## src/hdl/tbeq_pkg.sv

```systemverilog
// ----------------------------------------------------------------------------
// tbeq_pkg: shared types and constants of the three-band equalizer
// Register indexes, reset values and the sequencer state type.
// ----------------------------------------------------------------------------
package tbeq_pkg;

  localparam int STATE_W      = 48;
  localparam int SAMPLE_W     = 32;
  localparam int GAIN_W       = 11;
  localparam int COEF_W       = 16;
  localparam int CFG_IDX_W    = 3;
  localparam int CFG_DATA_W   = 16;
  localparam int DEF_FRAC_BITS = 16;

  localparam logic [CFG_IDX_W-1:0] REG_LOW_GAIN  = 3'd0;
  localparam logic [CFG_IDX_W-1:0] REG_MID_GAIN  = 3'd1;
  localparam logic [CFG_IDX_W-1:0] REG_HIGH_GAIN = 3'd2;
  localparam logic [CFG_IDX_W-1:0] REG_LOW_LP    = 3'd3;
  localparam logic [CFG_IDX_W-1:0] REG_HIGH_HP   = 3'd4;
  localparam logic [CFG_IDX_W-1:0] REG_MID_LP    = 3'd5;
  localparam logic [CFG_IDX_W-1:0] REG_MID_HP    = 3'd6;

  localparam logic [GAIN_W-1:0] RST_GAIN    = 11'd100;
  localparam logic [COEF_W-1:0] RST_LOW_LP  = 16'd1865;
  localparam logic [COEF_W-1:0] RST_HIGH_HP = 16'd6674;
  localparam logic [COEF_W-1:0] RST_MID_LP  = 16'd46677;
  localparam logic [COEF_W-1:0] RST_MID_HP  = 16'd296;

  typedef enum logic [2:0] {
    ST_IDLE,
    ST_MUL,
    ST_DIV,
    ST_OUT
  } seq_state_t;

endpackage

```

## src/hdl/tbeq_serial_mul.sv

```systemverilog
// ----------------------------------------------------------------------------
// tbeq_serial_mul: bit-serial multiplier, signed multiplicand by unsigned or signed multiplier
// Shifts the multiplier in one bit per cycle and accumulates the product.
// ----------------------------------------------------------------------------
module tbeq_serial_mul
  import tbeq_pkg::*;
#(
  parameter int A_W = 50,
  parameter int B_W = 16
) (
  input  logic                 clk,
  input  logic                 rst,
  input  logic                 start,
  input  logic signed [A_W-1:0] a,
  input  logic        [B_W-1:0] b,
  input  logic                 b_signed,
  output logic                 done,
  output logic signed [A_W+B_W-1:0] prod
);

  localparam int CNT_W = $clog2(B_W + 1);

  logic [CNT_W-1:0]          cnt;
  logic                      busy;
  logic signed [A_W+B_W-1:0] acc;
  logic signed [A_W+B_W-1:0] mcand;
  logic        [B_W-1:0]     mplier;
  logic                      neg;

  // Shift-and-add; for a signed multiplier the top bit carries negative weight.
  always_ff @(posedge clk) begin
    if (rst) begin
      busy <= 1'b0;
      done <= 1'b0;
      cnt  <= '0;
    end else begin
      done <= 1'b0;
      if (start) begin
        busy   <= 1'b1;
        cnt    <= '0;
        acc    <= '0;
        mcand  <= (A_W+B_W)'(a);
        mplier <= b;
        neg    <= b_signed;
      end else if (busy) begin
        if (mplier[0]) begin
          if (neg && cnt == CNT_W'(B_W - 1)) acc <= acc - mcand;
          else acc <= acc + mcand;
        end
        mcand  <= mcand <<< 1;
        mplier <= mplier >> 1;
        cnt    <= cnt + 1'b1;
        if (cnt == CNT_W'(B_W - 1)) begin
          busy <= 1'b0;
          done <= 1'b1;
        end
      end
    end
  end

  assign prod = acc;

endmodule

```

## src/hdl/three_band_audio_equalizer_core.sv

```systemverilog
// ----------------------------------------------------------------------------
// three_band_audio_equalizer_core: three-band one-pole IIR equalizer
// Low, mid and high band filters sharing one bit-serial multiplier.
// ----------------------------------------------------------------------------
// Each sample passes through seven products on the shared bit-serial multiplier,
// then a restoring division by 100 with one quotient bit per cycle (a quotient
// of 61 minus STATE_FRAC_BITS bits, 45 by default), and is then loaded into the
// result register. A new sample is accepted only while the core is idle, so a
// sample is finished before the next one is taken. The result register holds its
// value until it is taken; a new result waits in the last step while the previous
// one is still held, and the input stalls meanwhile. A set block_start flag clears
// all filter states before its sample is processed.
module three_band_audio_equalizer_core
  import tbeq_pkg::*;
#(
  parameter int STATE_FRAC_BITS = DEF_FRAC_BITS
) (
  input  logic                        clk,
  input  logic                        rst,
  input  logic                        in_valid,
  output logic                        in_stall,
  input  logic signed [SAMPLE_W-1:0]  sample_in,
  input  logic                        block_start,
  output logic                        out_valid,
  input  logic                        out_stall,
  output logic signed [SAMPLE_W-1:0]  sample_out,
  input  logic                        cfg_valid,
  output logic                        cfg_ready,
  input  logic [CFG_IDX_W-1:0]        cfg_index,
  input  logic [CFG_DATA_W-1:0]       cfg_data
);

  localparam int MA_W = STATE_W + 2;
  localparam int P_W  = MA_W + COEF_W;
  localparam int ACC_W = STATE_W + GAIN_W + 2;
  localparam int Q_W  = ACC_W - STATE_FRAC_BITS;
  localparam int DIV_CNT_W = $clog2(Q_W + 1);
  localparam int XW_W = STATE_W + SAMPLE_W + 1;
  localparam logic signed [STATE_W-1:0] S_MAX = {1'b0, {(STATE_W-1){1'b1}}};
  localparam logic signed [STATE_W-1:0] S_MIN = {1'b1, {(STATE_W-1){1'b0}}};

  logic signed [GAIN_W-1:0] low_gain, mid_gain, high_gain;
  logic [COEF_W-1:0] low_lp_coef, high_hp_coef, mid_lp_coef, mid_hp_coef;

  logic signed [STATE_W-1:0] low_lp_out, high_hp_out, high_hp_prev_in;
  logic signed [STATE_W-1:0] mid_lp_out, mid_hp_out, mid_hp_prev_in;
  logic signed [STATE_W-1:0] xs;
  logic signed [STATE_W-1:0] lo_v, hi_v, mid_v;
  logic signed [ACC_W-1:0]   acc;

  seq_state_t state, state_next;
  logic [2:0] step;

  logic                  mul_start, mul_done, mul_bsigned;
  logic signed [MA_W-1:0] mul_a;
  logic [COEF_W-1:0]      mul_b;
  logic signed [P_W-1:0]  mul_p;

  logic [Q_W-1:0]   div_num;
  logic [7:0]       div_rem;
  logic             div_neg;
  logic [DIV_CNT_W-1:0] div_cnt;
  logic signed [SAMPLE_W-1:0] res;
  logic             res_valid;
  logic             out_free;

  assign cfg_ready = 1'b1;

  always_ff @(posedge clk) begin
    if (rst) begin
      low_gain     <= RST_GAIN;
      mid_gain     <= RST_GAIN;
      high_gain    <= RST_GAIN;
      low_lp_coef  <= RST_LOW_LP;
      high_hp_coef <= RST_HIGH_HP;
      mid_lp_coef  <= RST_MID_LP;
      mid_hp_coef  <= RST_MID_HP;
    end else if (cfg_valid) begin
      case (cfg_index)
        REG_LOW_GAIN:  low_gain     <= cfg_data[GAIN_W-1:0];
        REG_MID_GAIN:  mid_gain     <= cfg_data[GAIN_W-1:0];
        REG_HIGH_GAIN: high_gain    <= cfg_data[GAIN_W-1:0];
        REG_LOW_LP:    low_lp_coef  <= cfg_data;
        REG_HIGH_HP:   high_hp_coef <= cfg_data;
        REG_MID_LP:    mid_lp_coef  <= cfg_data;
        REG_MID_HP:    mid_hp_coef  <= cfg_data;
        default: ;
      endcase
    end
  end

  function automatic logic signed [STATE_W-1:0] sat(input logic signed [P_W-1:0] v);
    if (v > P_W'(S_MAX)) return S_MAX;
    if (v < P_W'(S_MIN)) return S_MIN;
    return v[STATE_W-1:0];
  endfunction

  tbeq_serial_mul #(.A_W(MA_W), .B_W(COEF_W)) u_mul (
    .clk, .rst, .start(mul_start), .a(mul_a), .b(mul_b),
    .b_signed(mul_bsigned), .done(mul_done), .prod(mul_p)
  );

  // Products: 0 low LP, 1 high HP, 2 mid LP, 3 mid HP, 4..6 band gains.
  always_comb begin
    mul_bsigned = 1'b0;
    mul_a = '0;
    mul_b = '0;
    case (step)
      3'd0: begin mul_a = MA_W'(xs) - MA_W'(low_lp_out); mul_b = low_lp_coef; end
      3'd1: begin
        mul_a = MA_W'(high_hp_out) + MA_W'(xs) - MA_W'(high_hp_prev_in);
        mul_b = high_hp_coef;
      end
      3'd2: begin mul_a = MA_W'(xs) - MA_W'(mid_lp_out); mul_b = mid_lp_coef; end
      3'd3: begin
        mul_a = MA_W'(mid_hp_out) + MA_W'(mid_lp_out) - MA_W'(mid_hp_prev_in);
        mul_b = mid_hp_coef;
      end
      3'd4: begin mul_a = MA_W'(lo_v);  mul_b = COEF_W'(low_gain);  mul_bsigned = 1'b1; end
      3'd5: begin mul_a = MA_W'(mid_v); mul_b = COEF_W'(mid_gain);  mul_bsigned = 1'b1; end
      3'd6: begin mul_a = MA_W'(hi_v);  mul_b = COEF_W'(high_gain); mul_bsigned = 1'b1; end
      default: ;
    endcase
  end

  always_comb begin
    state_next = state;
    case (state)
      ST_IDLE: if (in_valid && !in_stall) state_next = ST_MUL;
      ST_MUL:  if (mul_done && step == 3'd6) state_next = ST_DIV;
      ST_DIV:  if (div_cnt == DIV_CNT_W'(Q_W)) state_next = ST_OUT;
      ST_OUT:  if (out_free) state_next = ST_IDLE;
      default: state_next = ST_IDLE;
    endcase
  end

  assign out_free  = !res_valid || !out_stall;
  assign in_stall  = (state != ST_IDLE);
  assign out_valid = res_valid;
  assign sample_out = res;

  logic signed [XW_W-1:0] xs_wide;
  logic [8:0] rem_try;
  logic [Q_W-1:0] q_mag;
  assign xs_wide = XW_W'(sample_in) <<< STATE_FRAC_BITS;
  assign rem_try = {div_rem, div_num[Q_W-1]};
  assign q_mag   = div_num;

  always_ff @(posedge clk) begin
    if (rst) begin
      state     <= ST_IDLE;
      step      <= '0;
      mul_start <= 1'b0;
      res_valid <= 1'b0;
      low_lp_out <= '0; high_hp_out <= '0; high_hp_prev_in <= '0;
      mid_lp_out <= '0; mid_hp_out <= '0; mid_hp_prev_in <= '0;
    end else begin
      state     <= state_next;
      mul_start <= 1'b0;
      if (state == ST_OUT && out_free) res_valid <= 1'b1;
      else if (res_valid && !out_stall) res_valid <= 1'b0;
      case (state)
        ST_IDLE: if (in_valid && !in_stall) begin
          if (xs_wide > XW_W'(S_MAX)) xs <= S_MAX;
          else if (xs_wide < XW_W'(S_MIN)) xs <= S_MIN;
          else xs <= xs_wide[STATE_W-1:0];
          if (block_start) begin
            low_lp_out <= '0; high_hp_out <= '0; high_hp_prev_in <= '0;
            mid_lp_out <= '0; mid_hp_out <= '0; mid_hp_prev_in <= '0;
          end
          step      <= '0;
          acc       <= '0;
          mul_start <= 1'b1;
        end
        ST_MUL: if (mul_done) begin
          case (step)
            3'd0: begin
              lo_v <= sat(P_W'(low_lp_out) + (mul_p >>> COEF_W));
              low_lp_out <= sat(P_W'(low_lp_out) + (mul_p >>> COEF_W));
            end
            3'd1: begin
              hi_v <= sat(mul_p >>> COEF_W);
              high_hp_out <= sat(mul_p >>> COEF_W);
              high_hp_prev_in <= xs;
            end
            3'd2: mid_lp_out <= sat(P_W'(mid_lp_out) + (mul_p >>> COEF_W));
            3'd3: begin
              mid_v <= sat(mul_p >>> COEF_W);
              mid_hp_out <= sat(mul_p >>> COEF_W);
              mid_hp_prev_in <= mid_lp_out;
            end
            default: acc <= acc + ACC_W'(mul_p);
          endcase
          if (step != 3'd6) begin
            step      <= step + 3'd1;
            mul_start <= 1'b1;
          end else begin
            div_neg <= (acc + ACC_W'(mul_p)) < 0;
            div_num <= ((acc + ACC_W'(mul_p)) >>> STATE_FRAC_BITS) < 0 ?
                       Q_W'(-((acc + ACC_W'(mul_p)) >>> STATE_FRAC_BITS)) :
                       Q_W'((acc + ACC_W'(mul_p)) >>> STATE_FRAC_BITS);
            div_rem <= '0;
            div_cnt <= '0;
          end
        end
        ST_DIV: if (div_cnt != DIV_CNT_W'(Q_W)) begin
          // Restoring division: one quotient bit per cycle, quotient
          // bits shift into the low end of the numerator register.
          if (rem_try >= 9'd100) begin
            div_rem <= 8'(rem_try - 9'd100);
            div_num <= {div_num[Q_W-2:0], 1'b1};
          end else begin
            div_rem <= rem_try[7:0];
            div_num <= {div_num[Q_W-2:0], 1'b0};
          end
          div_cnt <= div_cnt + 1'b1;
        end
        ST_OUT: if (out_free) begin
          if (!div_neg) begin
            if (q_mag > Q_W'(32'h7FFF_FFFF)) res <= 32'sh7FFF_FFFF;
            else res <= q_mag[SAMPLE_W-1:0];
          end else begin
            if (q_mag > Q_W'(33'h0_8000_0000)) res <= 32'sh8000_0000;
            else res <= SAMPLE_W'(-q_mag);
          end
        end
        default: ;
      endcase
    end
  end

  a_no_accept_busy: assert property (@(posedge clk) disable iff (rst)
    (state != ST_IDLE) |-> in_stall) else $error("accepted while busy");
  a_out_after_div: assert property (@(posedge clk) disable iff (rst)
    (state == ST_OUT) |=> res_valid) else $error("result not posted");
  a_res_hold: assert property (@(posedge clk) disable iff (rst)
    (res_valid && out_stall) |=> $stable(res)) else $error("result changed");

endmodule

```

## config.mk

```make
export PLATFORM = sky130hd
export DESIGN_NAME = three_band_audio_equalizer_core
export DESIGN_NICKNAME = d
export VERILOG_FILES = /design/src/hdl/tbeq_pkg.sv /design/src/hdl/tbeq_serial_mul.sv /design/src/hdl/three_band_audio_equalizer_core.sv
export SDC_FILE = /design/constraint.sdc
export NUM_CORES = 2
export LEC_CHECK = 0
export BUFFER_PORTS_ARGS = -buffer_cell sky130_fd_sc_hd__buf_2
export CORE_ASPECT_RATIO = 0.8
export CORE_MARGIN = 8
export CORE_UTILIZATION = 35
export DETAILED_ROUTE_END_ITERATION = 6
export GPL_TIMING_DRIVEN = 0
export PLACE_DENSITY = 0.56
export SLEW_MARGIN = 20
export SYNTH_ARGS = -nofsm -noshare
export SYNTH_HDL_FRONTEND = slang
export SYNTH_HIERARCHICAL = 1
export SYNTH_SLANG_ARGS = --single-unit
```

## constraint.sdc

```tcl
create_clock -name clk -period 6.75 [get_ports clk]
set_input_delay 1.0125 -clock clk [delete_from_list [all_inputs] [get_ports clk]]
set_output_delay 1.0125 -clock clk [all_outputs]
set_load 0.05 [all_outputs]
```

==> impl_metrics.py <==
metrics = {
    "power_and_ir_drop": {
        "peakVddDrop_v": 0.0002825,
        "p_per_area_mw_per_mm2": 463.8,
        "leakage_nw": 27.51,
        "total_power_w": 0.03231,
    },
    "yosys": {
        "muxShareOfSynthArea": 0.01629,
        "synth_compound_area_frac": 0.2282,
        "synthFlopType": "edfxtp_1",
        "yosys.area_share.simple": 0.1686,
        "yosysUniqueCellTypes": 92,
        "synth_top_family_by_area": "compound AO/OA/AOI/OAI gates",
        "synth_area_per_cell_um2": 8.494,
        "synthAdderAreaFrac": 0.1102,
        "synth_edf_count": 478,
        "synth-seq-area-share": 0.3566,
        "ys_warn_count": 6,
        "ys_ff_latch": 861,
        "syn_inst": 7269,
        "async_flop_share": 0,
        "synth-xor-area-share": 0.06468,
        "netlist_area_mm2": 0.06175,
    },
    "global_route": {
        "overflow": 0,
        "grt_max_degree": 28,
        "antenna_found_initial": 20,
        "grt_pass1_vias": 52688,
        "grt_pass1_wl_um": 362400,
        "grt_usage": 0.2528,
    },
    "setup_path": {
        "critPathMaxFanout": 10,
        "max_stage_delay_ps": 880,
        "cp_cell_sequence": "clkbuf_1 -> inv_1 -> fa_1 -> inv_1 -> ha_1 -> o21ai_0 -> a21boi_0 -> and3b_1 -> nand2b_1 -> o21ai_0 -> a211oi_1 -> nor3_1 -> o21ai_0 -> a21oi_1 -> a2111oi_0 -> a31oi_1 -> o211ai_1 -> nand2_1 -> clkbuf_1 -> o21ai_0",
        "cp_data_required_time_ps": 7180,
        "cp_top_family": "compound AO/OA/AOI/OAI gates",
        "rrSetupSlack_ps": 120,
        "cp_num_buf_inv": 4,
        "cp-start-kind": "flip-flop",
        "r2r_end": "u_mul/mcand[55]",
        "regToRegStartpoint": "mid_lp_out[6]",
        "cp_common_cell": "o21ai_0",
        "r2r_cells": 20,
        "endpoint": "u_mul/mcand[55]",
        "critical_path_class": "flip-flop to flip-flop",
        "crit_start": "mid_lp_out[6]",
        "cp.depth": 20,
        "cp-end-kind": "flip-flop",
        "crit_path_top_delay_cell": "o21ai_0",
        "crit_arrival_ps": 7060,
    },
    "route": {
        "wl_met3_um": 25450,
        "routedWlPerCell_um": 25.47,
        "vias": 58061,
        "met2_length_um": 100900,
        "drt_iter0_drc": 6567,
        "drc_errors": 8,
        "routed.top_layer": "met5",
        "viasPerCell": 5.859,
        "wl_met1_um": 116500,
        "routed_wl_um": 252400,
        "ant_nets": 0,
        "firstDrtPassIters": 7,
    },
    "timing": {
        "max_freq_mhz": 150.9,
        "finalSetupViolations": 0,
        "tns_ps": 0,
        "finalCriticalPeriod_ps": 6628,
        "fin_crit_sh": 0.9819,
        "worst_clock_skew_ps": 46.01,
        "slew_headroom": 0.1434,
        "hold_viol": 0,
        "worstMarginPinSlew_ps": 1285,
        "drv_slew": 0,
        "grt_setup_unrepaired": "false",
    },
    "final_layout": {
        "design_area_mm2": 0.06967,
        "final_common_cell": "nand2_1",
        "nNetsFinal": 8054,
        "nFillCells": 17902,
        "syn2layout_area_growth_pct": 12.84,
        "fin_util": 0.3956,
        "layout-drive-gt1-share": 0.06823,
        "stdcell_count": 9910,
        "final_cell_mix": "755 x nand2_1, 655 x a21oi_1, 640 x nor2_1",
    },
    "floorplan": {
        "io_pins": 92,
        "die_w_um": 485.6,
        "dieHeight_um": 391.7,
        "start_util": 0.3506,
        "die_area_mm2": 0.1902,
        "coreArea_mm2": 0.1761,
        "num_rows": 138,
    },
    "place": {
        "portBuffers": 90,
        "place_hpwl_um": 201200,
        "dpl_cell_area_mm2": 0.06601,
        "dp.cells": 9712,
        "routabilityCongestion": 0.9892,
    },
    "flow_run": {
        "cap_violations": 0,
    },
    "outcome": {
        "violations": "DRC",
        "status": "complete, but fails checks",
    },
    "clock_network": {
        "cts.htree.levels": 3,
        "cts_tree": "built",
        "clkSinkCount": 861,
        "clock-root-buffer": "clkbuf_16",
        "cts_made_buffers": 101,
        "clkSlewWorstSetupHoldPaths_ps": 60,
        "clock_latency_ps": 770,
        "clockBufferDepth": 3,
    },
    "worst_hold_path": {
        "hp-class": "input port to flip-flop",
    },
}
==> metrics by stage <==
stage / setup WS (ps) / hold WS, ps
floorplan: 419.0 / 425.0
global placement: -4261 / 435.8
detailed placement: -543.0 / 442.2
CTS: 66.77 / 378.6
global route: 1.851 / 395.6
finish: 121.9 / 438.9
==> logic make-up (layout without fill, tap and decap cells) <==
| logic type | Yosys count | count (layout) |
|---|---|---|
| mux | 91 | 91 |
| xor+xnor | 456 | 456 |
| compound gates | 2240 | 2240 |
| fa+ha+maj | 493 | 493 |
| other cells | 2 | 11 |
| simple gates | 2221 | 2221 |
| buf+inv | 905 | 1227 |
| flops | 861 | 861 |
==> Yosys cell counts, types with 70 or more instances <==
library cell	number	area [um2]
a21o_1	233	1749
nor3_1	126	630.6
nand4_1	87	544.3
a21oi_1	657	3288
nand2_1	755	2834
inv_1	560	2102
edfxtp_1	478	14350
xor2_1	172	1506
nor2b_1	70	437.9
clkbuf_1	306	1149
mux2_2	76	855.8
nor2_1	647	2429
xnor2_1	284	2487
o21ai_0	618	3093
ha_1	408	5105
nand3_1	111	555.5
fa_1	85	1702
dfxtp_1	383	7667
==> how the worst min path moves through the flow <==
stage	start	to	slack [ps]	depth (start not counted)
floorplan	high_hp_out[16]	high_hp_out[16]	430	2
global placement	mid_hp_out[29]	mid_hp_out[29]	440	2
detailed placement	mid_hp_out[46]	mid_hp_out[46]	440	2
CTS	sample_in[15]	xs[31]	380	1
global route	sample_in[15]	xs[31]	400	1
finish	sample_in[26]	xs[42]	440	1
==> layer usage <==
metal | up-vias | GRT usage
met1 | 28407 | 0.3746
met5 | - | 0.007245
met4 | 8 | 0.08308
met3 | 423 | 0.06048
li1 | 26627 | -
met2 | 2596 | 0.3572
==> what timing repair did <==
item | 4_1_cts | 5_1_grt
gates resized for setup | 6 | 16
setup endpoints to repair | 8 | 62
buffers inserted | 0 | 0
hold buffers | 0 | 0
==> power by group <==
part           leakage (nW)  switching, W  internal [W]  total (W)
logic                  18.3        0.0118       0.00659     0.0184
clock network          1.74       0.00246       0.00358    0.00604
registers              7.50      0.000967       0.00691    0.00788
==> cell type report <==
type                       instances  area (um2)  area share
multi-input combinational       5504       36480      0.5235
buffer                           341        1359     0.01950
inverter                         563        2113     0.03033
tap                             2310        2890     0.04148
clock inverter                    48       644.4    0.009248
timing repair buffer             132        1215     0.01744
clock buffer                     143        2937     0.04215
antenna                            8       20.02   0.0002873
sequential                       861       22020      0.3161
Power figures use the tool's default switching activity.
